--- src/hdl/agrd_pkg.sv ---
// Package for the anti-aliased glyph run decoder.
// Holds the channel word types, register and shade codes, and the controller types.
// No dependencies; compiled first.
`default_nettype none

package agrd_pkg;

    localparam int ROW_W             = 10;
    localparam int COL_W             = 10;
    localparam int END_W             = 11;
    localparam int RUN_W             = 6;
    localparam int COLOR_W           = 16;
    localparam int CODE_W            = 8;
    localparam int CFG_INDEX_W       = 3;
    localparam int ROW_SPAN          = 1 << ROW_W;
    localparam int SCREEN_WIDTH_DEF  = 1024;

    localparam logic [COLOR_W-1:0] FOREGROUND_RESET = 16'hFFFF;
    localparam logic [COLOR_W-1:0] HALF_RESET       = 16'h8410;
    localparam logic [COLOR_W-1:0] QUARTER_RESET    = 16'h4208;
    localparam logic [COLOR_W-1:0] BACKGROUND_RESET = 16'h0000;
    localparam logic [COL_W-1:0]   BOX_LEFT_RESET   = 10'd0;
    localparam logic [END_W-1:0]   BOX_END_RESET    = 11'd1024;
    localparam logic [COL_W-1:0]   GLYPH_LEFT_RESET = 10'd0;
    localparam logic [COL_W-1:0]   GLYPH_WIDTH_RESET = 10'd16;

    typedef enum logic [CFG_INDEX_W-1:0] {
        CFG_FOREGROUND  = 3'd0,
        CFG_HALF        = 3'd1,
        CFG_QUARTER     = 3'd2,
        CFG_BACKGROUND  = 3'd3,
        CFG_BOX_LEFT    = 3'd4,
        CFG_BOX_END     = 3'd5,
        CFG_GLYPH_LEFT  = 3'd6,
        CFG_GLYPH_WIDTH = 3'd7
    } cfg_index_t;

    typedef enum logic [1:0] {
        SHADE_BACKGROUND = 2'd0,
        SHADE_QUARTER    = 2'd1,
        SHADE_HALF       = 2'd2,
        SHADE_FULL       = 2'd3
    } shade_t;

    typedef struct packed {
        logic [CODE_W-1:0] code_byte;
        logic              new_glyph;
        logic [ROW_W-1:0]  target_row;
    } code_word_t;

    typedef struct packed {
        logic [ROW_W-1:0]   row;
        logic [COL_W-1:0]   column;
        logic [RUN_W-1:0]   run_length;
        logic [COLOR_W-1:0] color;
        logic               write_enable;
        logic               last;
    } pixel_run_t;

    typedef struct packed {
        logic [CFG_INDEX_W-1:0] index;
        logic [COLOR_W-1:0]     data;
    } cfg_word_t;

    typedef enum logic {
        ST_IDLE = 1'b0,
        ST_RUN  = 1'b1
    } agrd_state_t;

    typedef struct packed {
        logic load;
        logic step;
    } agrd_cmd_t;

    typedef struct packed {
        logic width_zero;
        logic out_busy;
        logic seg_last;
    } agrd_status_t;

endpackage

`default_nettype wire

--- src/hdl/agrd_stream_if.sv ---
// Valid/ready channel interface used for code words, run words and configuration words.
// The payload type comes from agrd_pkg through the type parameter.
`default_nettype none

interface agrd_stream_if #(
    parameter type payload_t = logic
);
    logic     valid;
    logic     ready;
    payload_t payload;

    modport source (output valid, output payload, input ready);
    modport sink   (input valid, input payload, output ready);
endinterface

`default_nettype wire

--- src/hdl/agrd_ctrl.sv ---
// Controller of the glyph run decoder: takes code words and sequences segments.
// Depends on agrd_pkg for the state, command and status types.
`default_nettype none

module agrd_ctrl
    import agrd_pkg::*;
(
    input  wire logic         clk,
    input  wire logic         rst_n,
    input  wire logic         code_valid,
    output logic              code_ready,
    input  wire agrd_status_t status,
    output agrd_cmd_t         cmd
);

    agrd_state_t state_reg;
    agrd_state_t state_next;

    always_comb
    begin
        state_next = state_reg;
        case (state_reg)
            ST_IDLE:
            begin
                if (code_valid && !status.width_zero)
                begin
                    state_next = ST_RUN;
                end
            end
            ST_RUN:
            begin
                if (!status.out_busy && status.seg_last)
                begin
                    state_next = ST_IDLE;
                end
            end
            default:
            begin
                state_next = ST_IDLE;
            end
        endcase
    end

    always_comb
    begin
        code_ready = 1'b0;
        cmd        = '0;
        case (state_reg)
            ST_IDLE:
            begin
                code_ready = 1'b1;
                cmd.load   = code_valid;
            end
            ST_RUN:
            begin
                cmd.step = !status.out_busy;
            end
            default:
            begin
                code_ready = 1'b0;
            end
        endcase
    end

    always_ff @(posedge clk or negedge rst_n)
    begin
        if (!rst_n)
        begin
            state_reg <= ST_IDLE;
        end
        else
        begin
            state_reg <= state_next;
        end
    end

    // A code word with a nonzero glyph width always starts a segment sequence.
    a_load_starts_run: assert property (@(posedge clk) disable iff (!rst_n)
        (cmd.load && !status.width_zero) |=> (state_reg == ST_RUN))
        else $error("code word did not start a segment sequence");

    // No new code word is taken while segments are still being produced.
    a_no_load_while_step: assert property (@(posedge clk) disable iff (!rst_n)
        !(code_ready && cmd.step))
        else $error("code word accepted during segment sequence");

    // The final segment of a code word returns the controller to idle.
    a_last_ends_run: assert property (@(posedge clk) disable iff (!rst_n)
        (cmd.step && status.seg_last) |=> (state_reg == ST_IDLE))
        else $error("sequence did not end after last segment");

endmodule

`default_nettype wire

--- src/hdl/agrd_datapath.sv ---
// Datapath of the glyph run decoder: palette and box registers, row/column state,
// one row segment per step, and the output word register. Depends on agrd_pkg and agrd_stream_if.
`default_nettype none

module agrd_datapath
    import agrd_pkg::*;
#(
    parameter int SCREEN_WIDTH = SCREEN_WIDTH_DEF
)(
    input  wire logic       clk,
    input  wire logic       rst_n,
    input  wire code_word_t code,
    input  wire agrd_cmd_t  cmd,
    output agrd_status_t    status,
    agrd_stream_if.source   runs,
    agrd_stream_if.sink     cfg
);

    // Rows wrap at the screen size; the wrap is a short restoring reduction.
    localparam int QBITS = (SCREEN_WIDTH > ROW_SPAN) ? 1
                         : $clog2(ROW_SPAN / SCREEN_WIDTH + 1);
    localparam int MW    = $clog2(SCREEN_WIDTH) + QBITS + 1;

    function automatic logic [ROW_W-1:0] wrap_row(input logic [ROW_W:0] v);
        logic [MW-1:0] r;
        r = MW'(v);
        for (int k = QBITS - 1; k >= 0; k--)
        begin
            if (r >= (MW'(SCREEN_WIDTH) << k))
            begin
                r = r - (MW'(SCREEN_WIDTH) << k);
            end
        end
        return r[ROW_W-1:0];
    endfunction

    logic [COLOR_W-1:0] fg_reg, half_reg, quarter_reg, bg_reg;
    logic [COLOR_W-1:0] fg_next, half_next, quarter_next, bg_next;
    logic [COL_W-1:0]   box_left_reg, glyph_left_reg, glyph_width_reg;
    logic [COL_W-1:0]   box_left_next, glyph_left_next, glyph_width_next;
    logic [END_W-1:0]   box_end_reg, box_end_next;

    logic [COL_W-1:0]   lpl_reg, skip_reg, wcol_reg;
    logic [COL_W-1:0]   lpl_next, skip_next, wcol_next;
    logic [ROW_W-1:0]   row_reg, row_next;
    shade_t             shade_reg, shade_next;
    logic [RUN_W-1:0]   num_reg, num_next;

    pixel_run_t         out_reg, out_next;
    logic               out_valid_reg, out_valid_next;

    logic               left_ok;
    logic [COL_W-1:0]   start_wcol, start_skip;
    logic [RUN_W-1:0]   seg_expected, seg_cut, seg_pre, seg_actual, num_after;
    logic [END_W-1:0]   seg_end, wcol_ext;
    logic [COL_W-1:0]   lpl_after;
    logic [COLOR_W-1:0] seg_color;
    logic               suppress, seg_we;

    assign cfg.ready  = 1'b1;
    assign runs.valid = out_valid_reg;
    assign runs.payload = out_reg;

    assign status.width_zero = (glyph_width_reg == '0);
    assign status.out_busy   = out_valid_reg && !runs.ready;
    assign status.seg_last   = (num_after == '0);

    // Row setup: start at the glyph, or at the box edge with a left skip.
    assign left_ok    = (glyph_left_reg >= box_left_reg);
    assign start_wcol = left_ok ? glyph_left_reg : box_left_reg;
    assign start_skip = left_ok ? '0 : (box_left_reg - glyph_left_reg);

    // One row segment of the current run.
    always_comb
    begin
        seg_expected = ({{(COL_W-RUN_W){1'b0}}, num_reg} < lpl_reg) ? num_reg
                                                                     : lpl_reg[RUN_W-1:0];
        seg_cut      = ({{(COL_W-RUN_W){1'b0}}, seg_expected} < skip_reg) ? seg_expected
                                                                           : skip_reg[RUN_W-1:0];
        seg_pre      = seg_expected - seg_cut;
        wcol_ext     = {1'b0, wcol_reg};
        seg_end      = wcol_ext + END_W'(seg_pre);
        seg_actual   = seg_pre;
        if (seg_end >= box_end_reg)
        begin
            seg_actual = (box_end_reg > wcol_ext) ? RUN_W'(box_end_reg - wcol_ext) : '0;
        end
        num_after = num_reg - seg_expected;
        lpl_after = lpl_reg - COL_W'(seg_expected);
    end

    always_comb
    begin
        suppress = 1'b0;
        case (shade_reg)
            SHADE_FULL:    seg_color = fg_reg;
            SHADE_HALF:    seg_color = half_reg;
            SHADE_QUARTER: seg_color = quarter_reg;
            default:
            begin
                seg_color = bg_reg;
                suppress  = (bg_reg == fg_reg);
            end
        endcase
        seg_we = (seg_actual != '0) && !suppress;
    end

    // Configuration writes.
    always_comb
    begin
        fg_next          = fg_reg;
        half_next        = half_reg;
        quarter_next     = quarter_reg;
        bg_next          = bg_reg;
        box_left_next    = box_left_reg;
        box_end_next     = box_end_reg;
        glyph_left_next  = glyph_left_reg;
        glyph_width_next = glyph_width_reg;
        if (cfg.valid)
        begin
            case (cfg_index_t'(cfg.payload.index))
                CFG_FOREGROUND:  fg_next          = cfg.payload.data;
                CFG_HALF:        half_next        = cfg.payload.data;
                CFG_QUARTER:     quarter_next     = cfg.payload.data;
                CFG_BACKGROUND:  bg_next          = cfg.payload.data;
                CFG_BOX_LEFT:    box_left_next    = cfg.payload.data[COL_W-1:0];
                CFG_BOX_END:     box_end_next     = cfg.payload.data[END_W-1:0];
                CFG_GLYPH_LEFT:  glyph_left_next  = cfg.payload.data[COL_W-1:0];
                CFG_GLYPH_WIDTH: glyph_width_next = cfg.payload.data[COL_W-1:0];
                default:         fg_next          = fg_reg;
            endcase
        end
    end

    // Decode state and output word.
    always_comb
    begin
        lpl_next       = lpl_reg;
        skip_next      = skip_reg;
        wcol_next      = wcol_reg;
        row_next       = row_reg;
        shade_next     = shade_reg;
        num_next       = num_reg;
        out_next       = out_reg;
        out_valid_next = out_valid_reg && !runs.ready;
        if (cmd.load)
        begin
            shade_next = shade_t'(code.code_byte[CODE_W-1:CODE_W-2]);
            num_next   = code.code_byte[RUN_W-1:0];
            if (code.new_glyph)
            begin
                row_next = code.target_row;
            end
            if (code.new_glyph || (!status.width_zero && lpl_reg == '0))
            begin
                lpl_next  = glyph_width_reg;
                wcol_next = start_wcol;
                skip_next = start_skip;
            end
        end
        else if (cmd.step)
        begin
            out_next.row          = row_reg;
            out_next.column       = wcol_reg;
            out_next.run_length   = seg_we ? seg_actual : '0;
            out_next.color        = seg_color;
            out_next.write_enable = seg_we;
            out_next.last         = (num_after == '0);
            out_valid_next        = 1'b1;
            num_next  = num_after;
            skip_next = skip_reg - COL_W'(seg_cut);
            wcol_next = wcol_reg + COL_W'(seg_actual);
            lpl_next  = lpl_after;
            if (lpl_after == '0)
            begin
                row_next  = wrap_row({1'b0, row_reg} + 1'b1);
                lpl_next  = glyph_width_reg;
                wcol_next = start_wcol;
                skip_next = start_skip;
            end
        end
    end

    always_ff @(posedge clk or negedge rst_n)
    begin
        if (!rst_n)
        begin
            fg_reg          <= FOREGROUND_RESET;
            half_reg        <= HALF_RESET;
            quarter_reg     <= QUARTER_RESET;
            bg_reg          <= BACKGROUND_RESET;
            box_left_reg    <= BOX_LEFT_RESET;
            box_end_reg     <= BOX_END_RESET;
            glyph_left_reg  <= GLYPH_LEFT_RESET;
            glyph_width_reg <= GLYPH_WIDTH_RESET;
            lpl_reg         <= '0;
            skip_reg        <= '0;
            wcol_reg        <= '0;
            row_reg         <= '0;
            out_valid_reg   <= 1'b0;
        end
        else
        begin
            fg_reg          <= fg_next;
            half_reg        <= half_next;
            quarter_reg     <= quarter_next;
            bg_reg          <= bg_next;
            box_left_reg    <= box_left_next;
            box_end_reg     <= box_end_next;
            glyph_left_reg  <= glyph_left_next;
            glyph_width_reg <= glyph_width_next;
            lpl_reg         <= lpl_next;
            skip_reg        <= skip_next;
            wcol_reg        <= wcol_next;
            row_reg         <= row_next;
            out_valid_reg   <= out_valid_next;
        end
    end

    always_ff @(posedge clk)
    begin
        shade_reg <= shade_next;
        num_reg   <= num_next;
        out_reg   <= out_next;
    end

    // Every step leaves a word in the output register.
    a_step_fills_output: assert property (@(posedge clk) disable iff (!rst_n)
        cmd.step |=> out_valid_reg)
        else $error("segment step did not produce an output word");

    // A word that writes nothing carries a zero length.
    a_empty_has_zero_len: assert property (@(posedge clk) disable iff (!rst_n)
        (out_valid_reg && !out_reg.write_enable) |-> (out_reg.run_length == '0))
        else $error("non-writing word with nonzero length");

    // A set up row always has glyph pixels left while segments are produced.
    a_row_set_up: assert property (@(posedge clk) disable iff (!rst_n)
        cmd.step |-> (lpl_reg != '0))
        else $error("segment step without a set up row");

endmodule

`default_nettype wire

--- src/hdl/antialiased_glyph_run_decoder_core.sv ---
// Anti-aliased glyph run decoder: top level joining the controller and the datapath.
// Depends on agrd_pkg, agrd_stream_if, agrd_ctrl and agrd_datapath.
//
// Each code word carries one run-length byte (2-bit shade, 6-bit run) of a glyph
// bitmap, plus a new-glyph flag and the screen row of the glyph's first row. The
// block cuts the run at the glyph width, clips every row piece against the text box,
// and sends one run word per row piece on the runs channel: row, first column,
// clipped length, palette color and a write enable; the final word of a code byte
// has last set. A zero run length gives one empty word. A zero glyph width drops the
// code byte and sends nothing. Background runs are sent with write_enable low when
// the background color equals the foreground color. Once a code word is taken, the
// datapath produces one row piece per cycle into its output register whenever the
// runs channel is not stalled. The next code word is taken once the last run word
// of the previous one has been loaded into the output register. The eight palette
// and box registers are written on the cfg channel, which is always ready; write
// them only while the block is idle. Rows wrap at SCREEN_WIDTH.
`default_nettype none

module antialiased_glyph_run_decoder_core
    import agrd_pkg::*;
#(
    parameter int SCREEN_WIDTH = SCREEN_WIDTH_DEF
)(
    input  wire logic     clk,
    input  wire logic     rst_n,
    agrd_stream_if.sink   codes,
    agrd_stream_if.source runs,
    agrd_stream_if.sink   cfg
);

    agrd_cmd_t    cmd;
    agrd_status_t status;

    // The controller owns the code handshake; the datapath sees only its payload.
    agrd_ctrl u_ctrl (
        .clk        (clk),
        .rst_n      (rst_n),
        .code_valid (codes.valid),
        .code_ready (codes.ready),
        .status     (status),
        .cmd        (cmd)
    );

    agrd_datapath #(
        .SCREEN_WIDTH (SCREEN_WIDTH)
    ) u_datapath (
        .clk    (clk),
        .rst_n  (rst_n),
        .code   (codes.payload),
        .cmd    (cmd),
        .status (status),
        .runs   (runs),
        .cfg    (cfg)
    );

endmodule

`default_nettype wire

--- src/flat_wrapper.sv ---
// flat-port wrapper written by rule: the top's interface ports become plain ports
module antialiased_glyph_run_decoder_core_flat import agrd_pkg::*;
#(
    parameter int SCREEN_WIDTH = SCREEN_WIDTH_DEF
)
  (clk, rst_n, codes_valid, codes_payload, codes_ready, runs_valid, runs_payload, runs_ready, cfg_valid, cfg_payload, cfg_ready);
  agrd_stream_if #(.payload_t(code_word_t)) codes_i ();
  agrd_stream_if #(.payload_t(pixel_run_t)) runs_i ();
  agrd_stream_if #(.payload_t(cfg_word_t)) cfg_i ();
  input  wire logic clk;
  input  wire logic rst_n;
  input wire logic [$bits(codes_i.valid)-1:0] codes_valid;
  input wire logic [$bits(codes_i.payload)-1:0] codes_payload;
  output wire logic [$bits(codes_i.ready)-1:0] codes_ready;
  output wire logic [$bits(runs_i.valid)-1:0] runs_valid;
  output wire logic [$bits(runs_i.payload)-1:0] runs_payload;
  input wire logic [$bits(runs_i.ready)-1:0] runs_ready;
  input wire logic [$bits(cfg_i.valid)-1:0] cfg_valid;
  input wire logic [$bits(cfg_i.payload)-1:0] cfg_payload;
  output wire logic [$bits(cfg_i.ready)-1:0] cfg_ready;
  assign codes_i.valid = codes_valid;
  assign codes_i.payload = codes_payload;
  assign codes_ready = codes_i.ready;
  assign runs_valid = runs_i.valid;
  assign runs_payload = runs_i.payload;
  assign runs_i.ready = runs_ready;
  assign cfg_i.valid = cfg_valid;
  assign cfg_i.payload = cfg_payload;
  assign cfg_ready = cfg_i.ready;
  antialiased_glyph_run_decoder_core #(.SCREEN_WIDTH(SCREEN_WIDTH)) u_core (.clk(clk), .rst_n(rst_n), .codes(codes_i), .runs(runs_i), .cfg(cfg_i));
endmodule
--- config.mk ---
export PLATFORM = sky130hd
export DESIGN_NAME = antialiased_glyph_run_decoder_core_flat
export DESIGN_NICKNAME = d
export VERILOG_FILES = /design/src/hdl/agrd_pkg.sv /design/src/hdl/agrd_stream_if.sv /design/src/hdl/agrd_ctrl.sv /design/src/hdl/agrd_datapath.sv /design/src/hdl/antialiased_glyph_run_decoder_core.sv /design/src/flat_wrapper.sv
export SDC_FILE = /design/constraint.sdc
export NUM_CORES = 1
export LEC_CHECK = 0
export ABC_AREA = 0
export ABC_CLOCK_PERIOD_IN_PS = 11600
export BUFFER_PORTS_ARGS = -buffer_cell sky130_fd_sc_hd__buf_2
export CAP_MARGIN = 20
export CELL_PAD_IN_SITES_DETAIL_PLACEMENT = 1
export CELL_PAD_IN_SITES_GLOBAL_PLACEMENT = 1
export CORE_MARGIN = 3
export CORE_UTILIZATION = 46
export CTS_CLUSTER_SIZE = 24
export DETAILED_ROUTE_END_ITERATION = 10
export PLACE_DENSITY = 0.87
export SETUP_SLACK_MARGIN = 0.15
export SLEW_MARGIN = 25
export SYNTH_ARGS = -nofsm -noshare
export SYNTH_HDL_FRONTEND = slang
export SYNTH_HIERARCHICAL = 1
export SYNTH_SLANG_ARGS = --single-unit
--- constraint.sdc ---
create_clock -name clk -period 11.6 [get_ports clk]
set_input_delay 1.16 -clock clk [delete_from_list [all_inputs] [get_ports clk]]
set_output_delay 1.16 -clock clk [all_outputs]
set_load 0.02 [all_outputs]
==> metrics.md, run 1 <==
| Metric | Value |
|---|---|
| Main synth FF type | `dfrtp_1` |
| Total of max-cap violations | `0` |
| Tightest Pin Transition | `0.984 ns` |
| Drc violations | `0` |
| Core outline area | `24,700 um2` |
| Clock root buffer | `clkbuf_16` |
| Via/cell ratio | `about 6.3` |
| Placed inst area | `12,600 um2` |
| Share of layout cells above drive strength 1 | `between 20% and 30%` |
| Fin. Hold Viols | `0` |
| Crit-path max cell delay | `0.64 ns` |
| Slowest-stage cell, CP | `or3_1` |
| Num rows | `57` |
| TritonRoute pass-1 iters | `7` |
| Area delta synth->final | `13.0%` |
| Chip Height | `166 um` |
| Crit path time final | `10.53 ns` |
| Clock Sinks | `slightly below 200` |
| DRT Wirelength | `roughly 36 mm` |
| # Post-CTS Setup Buffers | `0` |
| Setup tns final | `0 ns` |
| Max Freq | `~95 MHz` |
| Seq/Total Area, Yosys | `44.8%` |
| Cells after Synth | `1,064` |
| Post-route cell area | `13,300 um2` |
| Wirelength per Cell | `24.2 um` |
| Area leader, netlist | `dfrtp_1` |
| Critical path peak fanout | `21` |
| First-pass GRT wire length | `57.2 mm` |
| RSZ-0062 raised after global routing | `no` |
| Max reg flops | `44` |
| Fin crit share | `90.8%` |
| Critical path arrival | `approximately 11 ns` |
| FF+latch count, synth | `199` |
| Worst-Skew Late Latency | `roughly 0.45 ns` |
| Req. time, crit path | `around 12 ns` |
| Number of port buffers | `88` |
| Via count | `approximately 9,300` |
| Die Wd | `166 um` |
| Largest net degree at the start of global routing | `89` |
| H-tree depth | `4` |
| Critical Path Source Type | `flip-flop` |
| # setup viols final | `0` |
| Drt first-iter violations | `797` |
| Synth top area cells | `dfrtp_1 (26%), edfxtp_1 (13%), mux2_2 (10%), ha_1 (7.7%), dfstp_2 (5.4%)` |
| CTS resizes | `0` |
| Reg clk slew, reported paths | `about 0.09 ns` |
| GRT Overall Usage | `26.0%` |
| Fin. max-slew vios | `0` |
| Starting Density | `between 40% and 50%` |
| EDFF count, synth | `52` |
| Vias in the first global route | `just under 10,000` |
| Net Count, Synth | `1,185` |
| Status | `finished, final reports clean` |
| Yosys top cell area share | `26.2%` |
| Final Skew | `~0.015 ns` |
| Ys async rst share | `73.9%` |
| Max_slew headroom | `34.4%` |
| Critical path endpoint category | `flip-flop` |
| Nets | `1,270` |
| Top-Level Pins | `90` |
| GR Overflow Total | `0` |
| Initial antenna violation count | `1` |
| Die area | `27,500 um2` |
| Distinct cell type count after synthesis | `85` |
| Critical path class | `flip-flop to flip-flop` |
| Fillers | `2,651` |
| DP Wirelength | `24.6 mm` |
| Max Buffers Root-to-Sink | `2` |
| CTS tree | `built` |
| Post-Syn Area per Cell | `11.1 um2` |
| Hold buffers post-CTS | `0` |
| Num CTS Buffers | `17` |
| DRT antenna net count | `0` |
| YS warnings | `6` |
| GPL Wtd Cong | `0.919` |
| CP dominant cell by count | `ha_1` |
| Worst hold path type | `flip-flop to flip-flop` |
| Cell Area, Synth | `roughly 12,000 um2` |
## per-layer routing
layer	part of all wire, %	global-route usage (%)	up-vias
met5	0	0	-
li1	-	-	4081
met3	6.1	4.57	91
met2	49	44.0	393
met4	3.1	9.44	0
met1	42	33.6	4745
## per-stage QoR
stage	std cells	utilization (%)	hold slack, ns	setup slack [ns]
floorplan	1064	-	0.464	2.97
global placement	1453	51.0	0.475	2.16
detailed placement	1453	51.0	0.479	1.55
CTS	1485	53.7	0.503	1.21
global route	1486	53.7	0.531	0.264
finish	1487	53.8	0.513	1.07
## path summary, 6_finish.rpt
path | startpoint | end | slack, ns | depth (start not counted)
worst min register to register | u_core/u_datapath/row_reg[9] | u_core/u_datapath/runs.payload[43] | 0.51 | 0
worst max-delay path | u_core/u_datapath/lpl_reg[5] | u_core/u_datapath/wcol_reg[9] | 1.07 | 47
min in group asynchronous | rst_n | u_core/u_datapath/wcol_reg[1] | 0.75 | 1
max in group asynchronous | rst_n | u_core/u_datapath/bg_reg[10] | 9.50 | 2
worst min-delay path | u_core/u_datapath/row_reg[9] | u_core/u_datapath/runs.payload[43] | 0.51 | 0
worst max register to register | u_core/u_datapath/lpl_reg[5] | u_core/u_datapath/wcol_reg[9] | 1.07 | 47
## placed cells by master (no fill, tap or decap), types with 7 or more instances in the layout
master     Yosys  final
inv_1         80     80
buf_2          3     87
clkbuf_16      0     17
a21o_1        19     19
nand2_1       50     50
o21a_1         9      9
or3_1          8      8
and3_1        11     11
o22ai_1       17     17
nor3_1        17     16
mux2_2       107    107
or2_2          7      7
o21ai_0       58     58
mux4_2        16     16
nor2b_1        9      8
nor2_1        48     47
a211oi_1      11     11
mux2i_1       15     15
xnor2_1       37     37
a21oi_1       67     67
buf_4          1     12
xor2_1        13     13
ha_1          72     72
dfstp_2       24     24
nand4_1       17     17
dfrtp_1      123    123
edfxtp_1      52     52
nand3_1       24     24
## logic make-up after synthesis
family	synth area share, %
multiplexers	14.6
AO/OA/AOI/OAI	13.8
AND/OR/NAND/NOR	10.5
buffers and inverters	3.85
flip-flops	44.8
other	0.0319
adder cells (fa/ha/maj)	8.76
XOR/XNOR	3.72
## synthesized netlist by cell type, types with 7 or more instances
cell type and instances:
dfrtp_1 123, mux2_2 107, inv_1 80, ha_1 72
a21oi_1 67, o21ai_0 58, edfxtp_1 52, nand2_1 50
nor2_1 48, xnor2_1 37, clkbuf_1 29, dfstp_2 24
nand3_1 24, a21o_1 19, nand4_1 17, nor3_1 17
o22ai_1 17, mux4_2 16, mux2i_1 15, xor2_1 13
a211oi_1 11, and3_1 11, nor2b_1 9, o21a_1 9
or3_1 8, nor3b_1 7, or2_2 7
## critical path: cells and delay by family (launching register included)
family	cells	cell delay (ns)
compound gates	23	4.77
xor+xnor	1	0.14
fa+ha+maj	7	2.10
buf+inv	3	0.33
flops	1	0.47
simple gates	13	2.57
## final cells by class
class / count / area (um2) / area share [%]
Multi-Input combinational cell: 749 / 6100 / 45.9
Clock buffer: 17 / 425 / 3.20
Tap cell: 324 / 405 / 3.05
Inverter: 81 / 304 / 2.29
Clock inverter: 15 / 245 / 1.84
Antenna cell: 1 / 2.50 / 0.0188
Sequential cell: 199 / 5270 / 39.6
Timing Repair Buffer: 101 / 548 / 4.12
Power of run 1 is left out: the tool's default activity adds up to more than one toggle a clock period on the data nets, which glitch-free logic cannot reach.
==> inputs of run 2 (changes only) <==
--- a/config.mk
+++ b/config.mk
@@ -15,7 +15,8 @@
 export CORE_UTILIZATION = 46
 export CTS_CLUSTER_SIZE = 24
 export DETAILED_ROUTE_END_ITERATION = 10
-export PLACE_DENSITY = 0.87
+export PLACE_DENSITY = 0.88
+export REMOVE_ABC_BUFFERS = 1
 export SETUP_SLACK_MARGIN = 0.15
 export SLEW_MARGIN = 25
 export SYNTH_ARGS = -nofsm -noshare
==> run 2 against run 1 <==
Against the previous run: via count decreased by 2.2%; critical path depth is 3 lower; sequential share of layout area is 0.12 points higher; cell area fell by 0.29%; global-route usage decreased by 0.77 points; first-iteration DRC count is 14% lower; fmax rose by 2.2%; utilization fell by 0.16 points; largest cell class unchanged.
==> metrics.md, run 2 (synthesized netlist as in run 1, its figures left out) <==
| Metric | Value |
|---|---|
| GR Overflow Total | `0 (unchanged)` |
| Critical path peak fanout | `21 (unchanged)` |
| Area delta synth->final | `12.7% (was 13.0%)` |
| Chip Height | `166 um (unchanged)` |
| Clock Sinks | `199 (unchanged)` |
| Register-to-Register Setup Slack | `1.30 ns (was 1.07 ns)` |
| RSZ-0062 raised after global routing | `no (unchanged)` |
| Crit path time final | `10.30 ns (was 10.53 ns)` |
| Fin crit share | `88.8% (was 90.8%)` |
| Final Skew | `0.0172 ns (was 0.0147 ns)` |
| Critical path arrival | `10.65 ns (was 10.84 ns)` |
| Commonest non-fill, non-tap cell in the layout | `dfrtp_1 (unchanged)` |
| Critical Path Source Type | `flip-flop (unchanged)` |
| Critical path class | `flip-flop to flip-flop (unchanged)` |
| Max Freq | `97.1 MHz (was 95.0 MHz)` |
| Worst hold path type | `flip-flop to flip-flop (unchanged)` |
| Via count | `9,103 (was 9,310)` |
| DP Wirelength | `24.6 mm (about the same)` |
| H-tree depth | `4 (unchanged)` |
| Reg clk slew, reported paths | `0.09 ns (about the same)` |
| Crit-path max cell delay | `0.66 ns (was 0.64 ns)` |
| Via/cell ratio | `6.13 (was 6.26)` |
| Drc violations | `0 (unchanged)` |
| Die area | `27,500 um2 (unchanged)` |
| Core outline area | `24,700 um2 (unchanged)` |
| DRT antenna net count | `0 (unchanged)` |
| Setup tns final | `0 ns (unchanged)` |
| First-pass GRT wire length | `55.3 mm (was 57.2 mm)` |
| Fin. max-slew vios | `0 (unchanged)` |
| Share of layout cells above drive strength 1 | `27.5% (was 27.6%)` |
| CTS tree | `built (unchanged)` |
| Worst-Skew Late Latency | `0.46 ns (was 0.45 ns)` |
| Most frequent cells in the layout | `dfrtp_1 (123), mux2_2 (107), buf_2 (87), inv_1 (80), ha_1 (72) (unchanged)` |
| Tightest Pin Transition | `1.08 ns (was 0.984 ns)` |
| Metal3 WL | `1.70 mm (was 2.20 mm)` |
| Total of max-cap violations | `0 (unchanged)` |
| WP buf/inv | `3 (unchanged)` |
| Register area | `5270 um2 (unchanged)` |
| Starting Density | `47.6% (unchanged)` |
| TritonRoute pass-1 iters | `5 (was 7)` |
| Nets | `1,268 (was 1,270)` |
| Number of port buffers | `88 (unchanged)` |
| DR WL met2 | `17.3 mm (was 17.6 mm)` |
| Uppermost routed layer | `met4 (unchanged)` |
| Req. time, crit path | `11.95 ns (was 11.91 ns)` |
| CP top delay family | `compound AO/OA/AOI/OAI gates (unchanged)` |
| Largest net degree at the start of global routing | `75 (was 89)` |
| Wirelength per Cell | `23.5 um (was 24.2 um)` |
| Antenna Cells | `0 (was 1)` |
| Fin. Hold Viols | `0 (unchanged)` |
| Drt first-iter violations | `684 (was 797)` |
| Top-Level Pins | `90 (unchanged)` |
| CTS resizes | `0 (unchanged)` |
| Num CTS Buffers | `17 (unchanged)` |
| DRT Wirelength | `34.8 mm (was 36.0 mm)` |
| Vias in the first global route | `9,712 (was 9,899)` |
| GPL Wtd Cong | `0.902 (was 0.919)` |
| Clock root buffer | `clkbuf_16 (unchanged)` |
| # setup viols final | `0 (unchanged)` |
| Status | `finished, final reports clean (unchanged)` |
| GRT Overall Usage | `25.2% (was 26.0%)` |
| Slowest-stage cell, CP | `or3_1 (unchanged)` |
| Multi-input gate area | `6100 um2 (about the same)` |
| Met1 wire length | `14.8 mm (was 15.0 mm)` |
| Fillers | `2,646 (was 2,651)` |
| Max_slew headroom | `28.2% (was 34.4%)` |
| Hold buffers post-CTS | `0 (unchanged)` |
| Die Wd | `166 um (unchanged)` |
| Max Buffers Root-to-Sink | `2 (unchanged)` |
| Critical path endpoint category | `flip-flop (unchanged)` |
| Max reg flops | `44 (unchanged)` |
| Num rows | `57 (unchanged)` |
| # Post-CTS Setup Buffers | `0 (unchanged)` |
| Initial antenna violation count | `0 (was 1)` |
run 2: changes by cell type in the layout (fill, tap and decap cells not counted):
cell and change:
buf_6 -1, inv_6 +1, diode_2 -1, nor3b_4 +1, buf_4 -1, o31ai_4 -1
inv_16 -2, clkinv_8 +1, nor3b_2 -1, o31ai_2 +1
run 2: layout make-up:
| type | count | area share [%] |
|---|---|---|
| Multi-Input combinational cell | 749 | 46.0 |
| Sequential cell | 199 | 39.7 |
| Timing Repair Buffer | 99 | 3.99 |
| Clock buffer | 17 | 3.21 |
| Tap cell | 324 | 3.06 |
| Inverter | 81 | 2.29 |
| Clock inverter | 15 | 1.74 |
run 2: path summary, 6_finish.rpt:
| check | startpoint | endpoint | cells past startpoint |
|---|---|---|---|
| min reg2reg | u_core/u_datapath/row_reg[9] | u_core/u_datapath/runs.payload[43] | 0 |
| max reg2reg | u_core/u_datapath/lpl_reg[5] | u_core/u_datapath/wcol_reg[8] | 44 |
| max in group asynchronous | rst_n | u_core/u_datapath/glyph_left_reg[6] | 2 |
| min in group asynchronous | rst_n | u_core/u_datapath/quarter_reg[15] | 1 |
| max | u_core/u_datapath/lpl_reg[5] | u_core/u_datapath/wcol_reg[8] | 44 |
| min | u_core/u_datapath/row_reg[9] | u_core/u_datapath/runs.payload[43] | 0 |
run 2: per-layer routing:
layer / vias to the layer above / global-route usage [%]
met3: 76 / 5.12
met2: 283 / 42.9
met4: 0 / 9.04
met1: 4653 / 32.0
met5: - / 0
li1: 4091 / -
run 2: through the flow:
stage	area (um2)	instances	hold slack (ns)	setup WS, ns	util (%)
final	13300	1484	0.502	1.30	53.6
after global routing	13300	1484	0.528	0.383	53.6
after CTS	13300	1484	0.509	1.41	53.6
after detailed placement	12600	1452	0.488	1.57	50.9
after global placement	12600	1452	0.474	2.17	50.9
after floorplan	11600	1029	0.464	3.00	-
Power of run 2 is left out for the same reason.
==> inputs of run 3 (changes only) <==
--- a/config.mk
+++ b/config.mk
@@ -11,11 +11,13 @@
 export CAP_MARGIN = 20
 export CELL_PAD_IN_SITES_DETAIL_PLACEMENT = 1
 export CELL_PAD_IN_SITES_GLOBAL_PLACEMENT = 1
+export CORE_ASPECT_RATIO = 0.75
 export CORE_MARGIN = 3
 export CORE_UTILIZATION = 46
 export CTS_CLUSTER_SIZE = 24
 export DETAILED_ROUTE_END_ITERATION = 10
 export PLACE_DENSITY = 0.88
+export RECOVER_POWER = 50
 export REMOVE_ABC_BUFFERS = 1
 export SETUP_SLACK_MARGIN = 0.15
 export SLEW_MARGIN = 25
==> run 3 against run 2 <==
Against the previous run: the flow now finishes with violations (max-capacitance violations, max-slew violations); highest routed layer unchanged; clock-buffer cell count is the same; critical path type unchanged; cell area is 0.50% lower; global-route usage increased by 1.2 points.
==> metrics.md, run 3 (synthesized netlist as in run 1, its figures left out) <==
| Metric | Value |
|---|---|
| Area delta synth->final | `12.1% (was 12.7%)` |
| Vias in the first global route | `9,800 (was 9,712)` |
| Drt first-iter violations | `821 (was 684)` |
| Req. time, crit path | `11.96 ns (was 11.95 ns)` |
| Max Buffers Root-to-Sink | `2 (unchanged)` |
| Starting Density | `46.9% (was 47.6%)` |
| Worst Reg-to-Reg Cells | `44 (unchanged)` |
| CTS resizes | `0 (unchanged)` |
| Reg clk slew, reported paths | `0.09 ns (about the same)` |
| Most frequent cells in the layout | `dfrtp_1 (123), mux2_2 (99), inv_1 (80), ha_1 (72), a21oi_1 (67) (was dfrtp_1 (123), mux2_2 (107), buf_2 (87), inv_1 (80), ha_1 (72))` |
| Failing checks | `max-capacitance violations, max-slew violations` |
| Fin. max-slew vios | `158 (was 0)` |
| Crit path time final | `10.43 ns (was 10.30 ns)` |
| GR Overflow Total | `0 (unchanged)` |
| DRT Wirelength | `35.9 mm (was 34.8 mm)` |
| Slowest-stage cell, CP | `or3_1 (unchanged)` |
| Die Wd | `191 um (was 166 um)` |
| Nets | `1,269 (was 1,268)` |
| Multi-input gate area | `6080 um2 (was 6100 um2)` |
| Hold buffers post-CTS | `0 (unchanged)` |
| Worst r2r src | `u_core/u_datapath/lpl_reg[5] (unchanged)` |
| Reg2reg end | `u_core/u_datapath/wcol_reg[9] (was u_core/u_datapath/wcol_reg[8])` |
| Hold path depth | `1 (was 0)` |
| Num rows | `50 (was 57)` |
| First-pass GRT wire length | `56.3 mm (was 55.3 mm)` |
| Critical path endpoint category | `flip-flop (unchanged)` |
| Placed insts | `1,466 (was 1,452)` |
| Fin. Hold Viols | `0 (unchanged)` |
| GRT Overall Usage | `26.4% (was 25.2%)` |
| CP dominant cell by count | `ha_1` |
| Max_slew headroom | `-193% (was 28.2%)` |
| Clock Sinks | `199 (unchanged)` |
| DP Wirelength | `25.0 mm (was 24.6 mm)` |
| CP top delay family | `compound AO/OA/AOI/OAI gates (unchanged)` |
| TritonRoute pass-1 iters | `7 (was 5)` |
| Critical path class | `flip-flop to flip-flop (unchanged)` |
| Commonest non-fill, non-tap cell in the layout | `dfrtp_1 (unchanged)` |
| Finished Layout Cells | `1,499 (was 1,484)` |
| Top-Level Pins | `90 (unchanged)` |
| Worst-Skew Late Latency | `0.46 ns (about the same)` |
| Register-to-Register Setup Slack | `1.17 ns (was 1.30 ns)` |
| Setup tns final | `0 ns (unchanged)` |
| Num CTS Buffers | `17 (unchanged)` |
| Crit-path max cell delay | `0.65 ns (was 0.66 ns)` |
| Max reg flops | `44 (unchanged)` |
| GPL Wtd Cong | `0.932 (was 0.902)` |
| Worst hold path type | `flip-flop to flip-flop (unchanged)` |
| # Post-CTS Setup Buffers | `0 (unchanged)` |
| Register area | `5270 um2 (unchanged)` |
| DRT antenna net count | `0 (unchanged)` |
| Number of port buffers | `88 (unchanged)` |
| Via count | `9,229 (was 9,103)` |
| Hold Startpoint | `u_core/u_datapath/quarter_reg[0] (was u_core/u_datapath/row_reg[9])` |
| # setup viols final | `0 (unchanged)` |
| Share of layout cells above drive strength 1 | `22.2% (was 27.5%)` |
| Status | `finished, violations left (was finished, final reports clean)` |
| Via/cell ratio | `6.16 (was 6.13)` |
| Chip Height | `145 um (was 166 um)` |
| RSZ-0062 raised after global routing | `no (unchanged)` |
| Wirelength per Cell | `23.9 um (was 23.5 um)` |
| Max Freq | `95.9 MHz (was 97.1 MHz)` |
| Fin crit share | `89.9% (was 88.8%)` |
| H-tree depth | `4 (unchanged)` |
| Critical path arrival | `10.79 ns (was 10.65 ns)` |
| Critical path peak fanout | `21 (unchanged)` |
| Initial antenna violation count | `0 (unchanged)` |
| Antenna Cells | `0 (unchanged)` |
| Largest net degree at the start of global routing | `78 (was 75)` |
| Final Skew | `0.0141 ns (was 0.0172 ns)` |
| Tightest Pin Transition | `4.39 ns (was 1.08 ns)` |
| WP buf/inv | `3 (unchanged)` |
| CTS tree | `built (unchanged)` |
| Die area | `27,600 um2 (was 27,500 um2)` |
| Total of max-cap violations | `3 (was 0)` |
| Fillers | `2,700 (was 2,646)` |
| Drc violations | `0 (unchanged)` |
| Core outline area | `25,100 um2 (was 24,700 um2)` |
| Critical Path Source Type | `flip-flop (unchanged)` |
| Clock root buffer | `clkbuf_16 (unchanged)` |
| Hold Path Sink | `u_core/u_datapath/quarter_reg[0] (was u_core/u_datapath/runs.payload[43])` |
[run 3: changes by cell type in the layout (fill, tap and decap cells not counted), moves of 8 or more]
cell,delta
clkbuf_1,+50
buf_2,-47
mux2_1,+8
mux2_2,-8
[run 3: area by class of cell]
cell class | instances | area share (%)
well taps | 338 | 3.20
clock inverters | 15 | 1.69
inverters | 81 | 2.30
flip-flops and latches | 199 | 39.9
clock buffers | 17 | 3.22
multi-input cells | 749 | 46.1
repair buffers | 100 | 3.56
[run 3: how the worst max path moves through the flow]
stage                               endpoint  cells after the start  slack [ns]                         start
2_1_floorplan  u_core/u_datapath/wcol_reg[9]                     46        3.00  u_core/u_datapath/lpl_reg[5]
3_3_place_gp   u_core/u_datapath/wcol_reg[9]                     45        2.23  u_core/u_datapath/lpl_reg[5]
3_5_place_dp   u_core/u_datapath/wcol_reg[9]                     45        1.56  u_core/u_datapath/lpl_reg[5]
4_1_cts        u_core/u_datapath/wcol_reg[9]                     44        1.37  u_core/u_datapath/lpl_reg[5]
5_1_grt        u_core/u_datapath/wcol_reg[9]                     44        0.19  u_core/u_datapath/lpl_reg[5]
6_report       u_core/u_datapath/wcol_reg[9]                     44        1.17  u_core/u_datapath/lpl_reg[5]
[run 3: worst reg2reg max path, delay by kind of cell, from the launching register on]
kind,cells,cell delay [ns]
AOI/OAI and AO/OA,20,4.44
and+or+nand+nor,12,2.46
adders and majority gates,7,2.10
muxes,1,0.49
DFF,1,0.46
buffers and inverters,3,0.28
xor gates and xnor gates,1,0.11
[run 3: stage by stage]
step	util (%)	hold WS, ns	instance area (um2)	setup slack [ns]
2_1_floorplan	-	0.464	11600	3.00
3_3_place_gp	50.3	0.475	12600	2.23
3_5_place_dp	50.3	0.490	12600	1.56
4_1_cts	52.9	0.512	13300	1.37
5_1_grt	52.6	0.525	13200	0.193
6_report	52.6	0.511	13200	1.17
[run 3: routing by layer]
layer | wire, um | GRT usage (%)
met5 | 0 | 0
met4 | 670 | 7.49
met1 | 15700 | 35.2
met3 | 2020 | 5.48
met2 | 17500 | 44.3
Power of run 3 is left out for the same reason.
